File: src/sv/cau_pkg.sv
// ----------------------------------------------------------------------------
// cau_pkg
// Types and codes shared by the complex arithmetic unit and its parts.
// ----------------------------------------------------------------------------
package cau_pkg;

    // operation codes
    typedef enum logic [2:0] {
        OP_ADD = 3'd0,
        OP_SUB = 3'd1,
        OP_MUL = 3'd2,
        OP_DIV = 3'd3,
        OP_CMP = 3'd4,
        OP_MAG = 3'd5
    } op_t;

    // number of quotient / root bits produced by the iterative stages
    localparam int ITER_STAGES = 32;

    // request payload
    typedef struct packed {
        logic [2:0]         operation;
        logic signed [31:0] a_re;
        logic signed [31:0] a_im;
        logic signed [31:0] b_re;
        logic signed [31:0] b_im;
    } req_t;

    // response payload
    typedef struct packed {
        logic signed [31:0] result_real;
        logic signed [31:0] result_imag;
        logic               are_equal;
        logic               overflowed;
        logic               divide_by_zero;
    } rsp_t;

    // state carried through the divide / square root stages
    typedef struct packed {
        logic [2:0]  op;
        logic [31:0] base_re;
        logic [31:0] base_im;
        logic        eq;
        logic        ovf;
        logic        dz;
        logic [63:0] d;
        logic [64:0] drem_re;
        logic [64:0] drem_im;
        logic [31:0] q_re;
        logic [31:0] q_im;
        logic [31:0] lo_re;
        logic [31:0] lo_im;
        logic        neg_re;
        logic        neg_im;
        logic        big_re;
        logic        big_im;
        logic [35:0] srem;
        logic [31:0] root;
        logic [63:0] sbits;
    } step_t;

endpackage

File: src/sv/cau_step.sv
// ----------------------------------------------------------------------------
// cau_step
// One pipeline stage of the iterative part: one restoring divide step for
// each of the two quotients and one digit step of the integer square root.
// ----------------------------------------------------------------------------
module cau_step (
    input  logic            clk,
    input  logic            rst_n,
    input  logic            en,
    input  logic            src_valid,
    input  cau_pkg::step_t  src,
    output logic            dst_valid,
    output cau_pkg::step_t  dst
);
    import cau_pkg::*;

    logic  valid_reg;
    step_t stage_reg;
    step_t stage_next;

    logic [64:0] dr_re;
    logic [64:0] dr_im;
    logic [64:0] dd;
    logic [35:0] sr;
    logic [35:0] trial;

    // one quotient bit per divider, one root bit
    always_comb
    begin
        stage_next = src;
        dd         = {1'b0, src.d};

        dr_re = {src.drem_re[63:0], src.lo_re[31]};
        if (dr_re >= dd)
        begin
            stage_next.drem_re = dr_re - dd;
            stage_next.q_re    = {src.q_re[30:0], 1'b1};
        end
        else
        begin
            stage_next.drem_re = dr_re;
            stage_next.q_re    = {src.q_re[30:0], 1'b0};
        end

        dr_im = {src.drem_im[63:0], src.lo_im[31]};
        if (dr_im >= dd)
        begin
            stage_next.drem_im = dr_im - dd;
            stage_next.q_im    = {src.q_im[30:0], 1'b1};
        end
        else
        begin
            stage_next.drem_im = dr_im;
            stage_next.q_im    = {src.q_im[30:0], 1'b0};
        end

        stage_next.lo_re = {src.lo_re[30:0], 1'b0};
        stage_next.lo_im = {src.lo_im[30:0], 1'b0};

        sr    = {src.srem[33:0], src.sbits[63:62]};
        trial = {2'b00, src.root, 2'b01};
        if (sr >= trial)
        begin
            stage_next.srem = sr - trial;
            stage_next.root = {src.root[30:0], 1'b1};
        end
        else
        begin
            stage_next.srem = sr;
            stage_next.root = {src.root[30:0], 1'b0};
        end
        stage_next.sbits = {src.sbits[61:0], 2'b00};
    end

    // valid bit
    always_ff @(posedge clk or negedge rst_n)
    begin
        if (!rst_n)
        begin
            valid_reg <= 1'b0;
        end
        else if (en)
        begin
            valid_reg <= src_valid;
        end
    end

    // stage data
    always_ff @(posedge clk)
    begin
        if (en)
        begin
            stage_reg <= stage_next;
        end
    end

    assign dst_valid = valid_reg;
    assign dst       = stage_reg;

endmodule

File: config.mk
export PLATFORM = sky130hd
export DESIGN_NAME = cau_step
export DESIGN_NICKNAME = d
export VERILOG_FILES = /design/src/sv/cau_pkg.sv /design/src/sv/cau_step.sv
export SDC_FILE = /design/constraint.sdc
export NUM_CORES = 1
export LEC_CHECK = 0
export BUFFER_PORTS_ARGS = -buffer_cell sky130_fd_sc_hd__buf_4
export CORE_AREA = 2 2 415 417
export CTS_BUF_LIST = sky130_fd_sc_hd__clkbuf_2
export CTS_CLUSTER_DIAMETER = 40
export DETAILED_ROUTE_END_ITERATION = 12
export DIE_AREA = 0 0 417 419
export PLACE_DENSITY = 0.33
export SYNTH_ARGS = -nofsm -noshare
export SYNTH_HDL_FRONTEND = slang
export SYNTH_SLANG_ARGS = --single-unit
File: constraint.sdc
create_clock -name clk -period 2.1 [get_ports clk]
set_input_delay 0.42 -clock clk [delete_from_list [all_inputs] [get_ports clk]]
set_output_delay 0.42 -clock clk [all_outputs]
set_load 0.02 [all_outputs]
==> impl_metrics.yaml, run 1 <==
run_status:
  status: "stopped before the end"
  haltStage: "4_1_cts"
  error: "[ERROR RSZ-0060] Max buffer count reached."
synthesis:
  synthCells: 2393
  synth_seq_cells: 525
  yosys_warnings: 0
  synthDistinctLibCells: 82
  seq_area_frac_synth_pct: 57.3
  synth-edff-count: 524
  ys.flop_type: "edfxtp_1"
  synth_area_per_cell_um2: 11.5
  synth_area_um2: 27500
  ys_async_sr_fraction_pct: 0.190
cts:
  numCtsBuffers: 172
  ctsResizeCount: 517
  clock_sinks: 525
  cts_setup_buffers: 0
  cts-root-buf: "clkbuf_2"
  cts_buffer_depth: 3
  hold_buffers: 1334
  h-tree-depth: 4
floorplan:
  rows: 152
  die_h_um: 419
  die_w_um: 417
  ios: 1061
  start_util_pct: 16.1
placement:
  placed_area_um2: 44600
  dp.final_hpwl_mm: 133
  gp_congestion: 0.850
  numPortBuffers: 1050
## cell usage after synthesis, types with 5 or more instances
library cell / instances / area [um^2]
and3_1: 12 / 75.1
nor2b_1: 19 / 119
a21o_1: 105 / 788
a21boi_0: 8 / 60.1
edfxtp_1: 524 / 15700
or2_2: 5 / 31.3
a31oi_1: 17 / 106
xor2_1: 71 / 622
nand2_1: 217 / 815
ha_1: 162 / 2030
nor4_1: 11 / 68.8
nor2_1: 136 / 510
nand2b_1: 18 / 113
o31ai_1: 16 / 120
clkbuf_1: 67 / 251
or3_1: 9 / 56.3
o31a_1: 9 / 78.8
nand4_1: 55 / 344
mux2_2: 21 / 236
a221oi_1: 7 / 61.3
a211oi_1: 12 / 90.1
a21oi_1: 233 / 1170
nand3_1: 30 / 150
o21ai_0: 181 / 906
o211ai_1: 7 / 52.6
buf_2: 23 / 115
and2_1: 7 / 43.8
xnor2_1: 77 / 674
o21bai_1: 29 / 218
o21ai_1: 8 / 40.0
nor3_1: 33 / 165
o21a_1: 20 / 150
buf_4: 6 / 45.0
inv_1: 147 / 552
## per-stage QoR
step,worst slack [ns],util (%),instances
after floorplan,-0.930,-,2396
after detailed placement,-1.90,26.2,6349
after global placement,-1.92,26.2,6349
## kinds of logic after synthesis
family | Yosys count | share of synthesized area, %
xor+xnor | 148 | 4.71
fa+ha+maj | 164 | 7.51
mux | 24 | 0.969
simple gates | 570 | 9.57
other cells | 1 | 0.0136
compound gates | 715 | 16.3
flops | 525 | 57.3
buf+inv | 246 | 3.60
==> run 2: changes to the inputs <==
--- a/config.mk
+++ b/config.mk
@@ -7,11 +7,9 @@
 export LEC_CHECK = 0
 export BUFFER_PORTS_ARGS = -buffer_cell sky130_fd_sc_hd__buf_4
 export CORE_AREA = 2 2 415 417
-export CTS_BUF_LIST = sky130_fd_sc_hd__clkbuf_2
-export CTS_CLUSTER_DIAMETER = 40
 export DETAILED_ROUTE_END_ITERATION = 12
 export DIE_AREA = 0 0 417 419
-export PLACE_DENSITY = 0.33
+export PLACE_DENSITY_LB_ADDON = 0.15
 export SYNTH_ARGS = -nofsm -noshare
 export SYNTH_HDL_FRONTEND = slang
 export SYNTH_SLANG_ARGS = --single-unit
==> impl_metrics.yaml, run 2 <==
finish:
  design_area_um2: 53400
  multiInputGateArea_um2: 12600
  instances_no_fill: 6958
  seqCellArea_um2: 15800
  final_common_cell: "buf_4"
  nets: 5353
  drive_gt1_share_pct: 48.9
  mostFrequentLayoutCells: "buf_4 (1,751), edfxtp_1 (524), dlygate4sd3_1 (443)"
  syn_to_final_growth_pct: 94.1
  nFillCells: 17776
  largest_register_ffs: 524
  fin_util_pct: 31.3
global_routing:
  grt_max_degree: 48
  antenna_found_initial: 69
  grt_pass1_wl_mm: 212
  overflow: 0
  track_usage_pct: 17.0
  grt_pass1_vias: 28948
timing:
  setup_ws_ns: -0.858
  relSlewSlack_pct: 56.0
  post-route-period-util_pct: 141
  hold_ws_ns: 0.0474
  setup_viol: 169
  fin_crit_ns: 2.96
  worstMarginPinSlew_ns: 0.652
  tns_ns: -113.33
  timing.fmax_mhz: 338
  rsz0062_at_grt: "yes"
  hold_violations: 0
  clock_skew_ns: 0
  finalMaxSlewViolations: 0
synthesis:
  yosysTopAreaCell: "edfxtp_1"
  synth_top_area_share_pct: 57.2
  synth.area.top_cells: "edfxtp_1 (57%), ha_1 (7.4%), a21oi_1 (4.2%)"
  ys_async_sr_fraction_pct: 0.190
  yosys-top-cells-count: "edfxtp_1 (524), a21oi_1 (233), nand2_1 (217)"
  ys.flop_type: "edfxtp_1"
  synth-edff-count: 524
  synth_most_common_cell: "edfxtp_1"
  seq_area_frac_synth_pct: 57.3
  synth_area_per_cell_um2: 11.5
  synth_seq_cells: 525
  yosys_warnings: 0
  synthCells: 2393
  synthDistinctLibCells: 82
  synth_area_um2: 27500
detailed_routing:
  avgViaCountPerCell: 4.01
  firstDrtPassIters: 5
  final_antenna_net_count: 0
  num_vias: 27888
  drtIter0Drc: 1254
  drcViolationCount: 0
  wire_per_inst_um: 22.7
  drt-total-wl_mm: 158
cts:
  numCtsBuffers: 72
  h-tree-depth: 3
  cts_buffer_depth: 3
  clock_latency_ns: 0.70
  cts-root-buf: "clkbuf_16"
  cts_tree: "yes"
  clk_pin_slew_ns: 0.06
  clock_sinks: 525
pwr:
  p_seq_share_pct: 34.3
  p_comb_share_pct: 33.0
  ir_drop_v: 0.000696
  p_leak_nw: 23.2
  intPower_mw: 26.6
  p_per_area_nw_per_um2: 729
  switching_share_pct: 31.8
  p_total_mw: 38.9
  power.clock.fraction_pct: 32.7
  switchingPower_mw: 12.4
critical_path:
  worstPathArrival_ns: 3.40
  cp-end-kind: "flop"
  crit_path_end: "dst[317]"
  r2r_end: "dst_valid"
  path_cells: "buf_8 > clkinvlp_4 > ha_4 > nand2_4 > nor4_4 > nand4_1 > or4_4 > o311a_4 > a21oi_4 > buf_12 > clkbuf_16 > mux2_4"
  r2r_slack_ns: 1.31
  reg2reg_depth: 1
  critPathMaxStageDelay_ns: 0.64
  cp.required_ns: 2.54
  r2r-start: "dst_valid"
  critPathSlowestCell: "or4_4"
  crit_fanout: 6
  critPathKind: "in -> reg"
  crit_start: "src[414]"
  cp-start-kind: "input port"
floorplan:
  start_util_pct: 16.1
  rows: 152
  dieArea_um2: 175000
  die_h_um: 419
  die_w_um: 417
  ios: 1061
  core_um2: 171000
placement:
  placed_cells: 6318
  gp_congestion: 0.841
  placed_area_um2: 44300
  numPortBuffers: 1050
  dp.final_hpwl_mm: 130
  pre_cts_slack_ns: -1.78
run_status:
  violations: "setup timing"
  status: "finished, violations left"
worst_hold_path:
  min_from: "src[372]"
  min_path_type: "in -> reg"
flow_run:
  max_cap_viol_count: 0
-- run 2: cell counts after synthesis --
No cell type changed its count.
-- run 2: final cells by class --
type	instances	share of cell area [%]
clock inverters	39	0.902
inverters	148	1.15
flip-flops and latches	525	29.5
well taps	2233	5.23
repair buffers	2285	35.9
multi-input cells	1625	23.7
clock buffers	89	3.59
diodes	14	0.0656
-- run 2: worst max-delay path, delay by kind of cell --
family / cells / cell delay (ns)
and+or+nand+nor: 4 / 1.22
muxes: 1 / 0.30
adders and majority gates: 1 / 0.33
AOI/OAI and AO/OA: 2 / 0.53
buffers and inverters: 4 / 0.59
-- run 2: worst min path at each step --
stage	endpoint	slack [ns]	cells past startpoint
floorplan	dst_valid	0.12	0
global placement	dst_valid	0.21	1
detailed placement	dst_valid	0.21	1
CTS	dst[373]	0.001	3
global route	dst[349]	0.008	3
finish	dst[373]	0.05	3
-- run 2: power groups by stage --
stage               clock network [mW]  logic, mW  registers, mW
detailed placement                   0       11.2           13.6
CTS                               13.2       12.2           13.4
global placement                     0       11.3           13.6
global route                      13.5       13.8           13.4
floorplan                            0       3.39           14.9
finish                            12.7       12.9           13.3
-- run 2: kinds of logic after synthesis --
kind of cell / count (synthesis) / synth area share (%)
AO/OA/AOI/OAI: 715 / 16.3
XOR/XNOR: 148 / 4.71
adder cells (fa/ha/maj): 164 / 7.51
buffers and inverters: 246 / 3.60
flip-flops: 525 / 57.3
multiplexers: 24 / 0.969
other: 1 / 0.0136
AND/OR/NAND/NOR: 570 / 9.57
-- run 2: metal layers --
| layer | track usage (%) | routed length, um | share of wire, % | vias up |
|---|---|---|---|---|
| li1 | - | - | - | 13457 |
| met1 | 18.1 | 58800 | 37 | 13344 |
| met2 | 33.2 | 85900 | 54 | 815 |
| met3 | 3.52 | 8140 | 5.2 | 252 |
| met4 | 5.02 | 4810 | 3.0 | 20 |
| met5 | 0 | 127 | 0.080 | - |
-- run 2: what timing repair did --
action / 4_1_cts / 5_1_grt
hold buffers: 443 / 0
gates cloned: 3 / 14
pin swaps: 8 / 72
resized for setup: 78 / 358
setup endpoints to repair: 169 / 169
endpoints found under the hold margin: 456 / 0
buffers inserted: 10 / 31
Power figures use the tool's default switching activity.
==> run 3: changes to the inputs <==
--- a/config.mk
+++ b/config.mk
@@ -5,10 +5,11 @@
 export SDC_FILE = /design/constraint.sdc
 export NUM_CORES = 1
 export LEC_CHECK = 0
+export ABC_AREA = 1
 export BUFFER_PORTS_ARGS = -buffer_cell sky130_fd_sc_hd__buf_4
-export CORE_AREA = 2 2 415 417
+export CORE_AREA = 2 2 418 420
 export DETAILED_ROUTE_END_ITERATION = 12
-export DIE_AREA = 0 0 417 419
+export DIE_AREA = 0 0 420 422
 export PLACE_DENSITY_LB_ADDON = 0.15
 export SYNTH_ARGS = -nofsm -noshare
 export SYNTH_HDL_FRONTEND = slang
==> impl_metrics.yaml, run 3 <==
run_status:
  status: "finished, violations left"
  violations: "setup timing"
timing:
  hold_ws_ns: 0.0523
  hold_violations: 0
  post-route-period-util_pct: 102
  relSlewSlack_pct: 66.9
  setup_viol: 49
  fin_crit_ns: 2.15
  setup_ws_ns: -0.0507
  timing.fmax_mhz: 465
  clock_skew_ns: 0
  finalMaxSlewViolations: 0
  rsz0062_at_grt: "yes"
  worstMarginPinSlew_ns: 0.491
  tns_ns: -1.19
cts:
  cts_tree: "yes"
  numCtsBuffers: 71
  cts-root-buf: "clkbuf_16"
  clock_latency_ns: 0.68
  clk_pin_slew_ns: 0.06
  clock_sinks: 525
  h-tree-depth: 3
  cts_buffer_depth: 3
synthesis:
  synth.area.top_cells: "edfxtp_1 (47%), nand2_1 (19%), inv_1 (9.3%)"
  ys.flop_type: "edfxtp_1"
  synth-edff-count: 524
  synth_area_per_cell_um2: 7.72
  synth_seq_cells: 525
  yosysTopAreaCell: "edfxtp_1"
  yosys_warnings: 0
  synth_area_um2: 33300
  synthDistinctLibCells: 39
  synth_top_area_share_pct: 47.3
  seq_area_frac_synth_pct: 47.4
  synthCells: 4311
  synth_most_common_cell: "nand2_1"
  ys_async_sr_fraction_pct: 0.190
  yosys-top-cells-count: "nand2_1 (1,721), inv_1 (828), edfxtp_1 (524)"
global_routing:
  antenna_found_initial: 54
  grt_pass1_wl_mm: 279
  grt_pass1_vias: 38448
  grt_max_degree: 41
  overflow: 0
  track_usage_pct: 22.4
detailed_routing:
  avgViaCountPerCell: 4.08
  firstDrtPassIters: 5
  wire_per_inst_um: 22.9
  final_antenna_net_count: 0
  drt-total-wl_mm: 207
  drtIter0Drc: 1732
  num_vias: 37003
  drcViolationCount: 0
critical_path:
  cp-start-kind: "input port"
  critPathKind: "in -> reg"
  path_delay_family: "simple AND/OR/NAND/NOR gates"
  reg2reg_depth: 1
  path_cells: "buf_4 > clkinvlp_4 > ha_4 > nand2_2 > nor2_4 > nand2_4 > nor2_4 > nand2_4 > nor3_4 > nand4_1 > buf_6 > nand3_4 > buf_12 > buf_8 > buf_16 > nand2_2 > nand2_1"
  critPathMaxStageDelay_ns: 0.35
  cp-end-kind: "flop"
  cp.required_ns: 2.68
  worst-path-stages: 17
  crit_fanout: 8
  worstPathArrival_ns: 2.73
  crit_buf_inv: 6
  critPathSlowestCell: "ha_4"
pwr:
  ir_drop_v: 0.000545
  p_per_area_nw_per_um2: 661
  p_leak_nw: 29.8
placement:
  dp.final_hpwl_mm: 176
  placed_area_um2: 51100
  pre_cts_slack_ns: -1.13
  placed_cells: 8483
  numPortBuffers: 1050
  gp_congestion: 0.940
floorplan:
  die_w_um: 420
  core_um2: 173000
  dieArea_um2: 177000
  rows: 153
  die_h_um: 422
  ios: 1061
  start_util_pct: 19.3
finish:
  drive_gt1_share_pct: 38.8
  syn_to_final_growth_pct: 81.1
  final_common_cell: "buf_4"
  nFillCells: 18465
  design_area_um2: 60300
  nets: 7362
  mostFrequentLayoutCells: "buf_4 (1,883), nand2_1 (1,565), inv_1 (770)"
  largest_register_ffs: 524
  instances_no_fill: 9060
worst_hold_path:
  min_path_type: "in -> reg"
  min_path_cells: 2
flow_run:
  max_cap_viol_count: 0
## run 3: cells by family (layout without fill, tap and decap cells)
kind of cell / after synthesis / count (layout) / synth area share, %
other: 1 / 20 / 0.0113
xor gates and xnor gates: 81 / 81 / 2.13
buffers and inverters: 909 / 3314 / 10.8
AOI/OAI and AO/OA: 201 / 201 / 3.12
and+or+nand+nor: 2429 / 2429 / 30.3
adders and majority gates: 164 / 164 / 6.21
DFF: 525 / 525 / 47.4
muxes: 1 / 1 / 0.0338
## run 3: layout make-up
| cell class | count | area (um^2) | area share (%) |
|---|---|---|---|
| Multi-Input combinational cell | 2880 | 16300 | 27.0 |
| Clock buffer | 84 | 1870 | 3.10 |
| Antenna cell | 16 | 40.0 | 0.0664 |
| Sequential cell | 525 | 15800 | 26.1 |
| Tap cell | 2325 | 2910 | 4.82 |
| Clock inverter | 42 | 473 | 0.784 |
| Inverter | 840 | 3310 | 5.48 |
| Timing Repair Buffer | 2348 | 19600 | 32.6 |
## run 3: final timing paths
kind / start / endpoint / slack (ns)
setup / recovery: src[438] / dst[291] / -0.05
hold reg to reg: dst_valid / dst_valid / 0.53
min in group asynchronous: rst_n / dst_valid / 0.59
setup reg to reg: dst_valid / dst_valid / 1.35
hold / removal: src[70] / dst[71] / 0.05
max in group asynchronous: rst_n / dst_valid / 1.41
## run 3: through the flow
| step | total power [mW] | utilization [%] |
|---|---|---|
| after floorplan | 18.6 | - |
| after global placement | 26.0 | 29.6 |
| after detailed placement | 26.0 | 29.6 |
| after CTS | 39.8 | 33.7 |
| after global routing | 41.7 | 34.9 |
| final | 39.8 | 34.9 |
## run 3: per-layer routing
layer	part of all wire [%]	global-route usage, %
met2	54	43.5
met5	0	0
met3	4.8	3.78
met4	5.1	10.2
met1	36	23.0
## run 3: power by group
part | internal, mW | total (mW) | switching, mW
registers | 12.9 | 13.3 | 0.436
logic | 6.11 | 14.0 | 7.86
clock network | 7.38 | 12.6 | 5.19
total | 26.3 | 39.8 | 13.5
## run 3: what timing repair did
item,CTS,global route
endpoints found under the hold margin,367,0
setup buffers,34,18
gates resized for setup,141,377
pin swaps,26,79
endpoints found under the setup margin,132,159
hold buffers,368,0
gates cloned,9,11
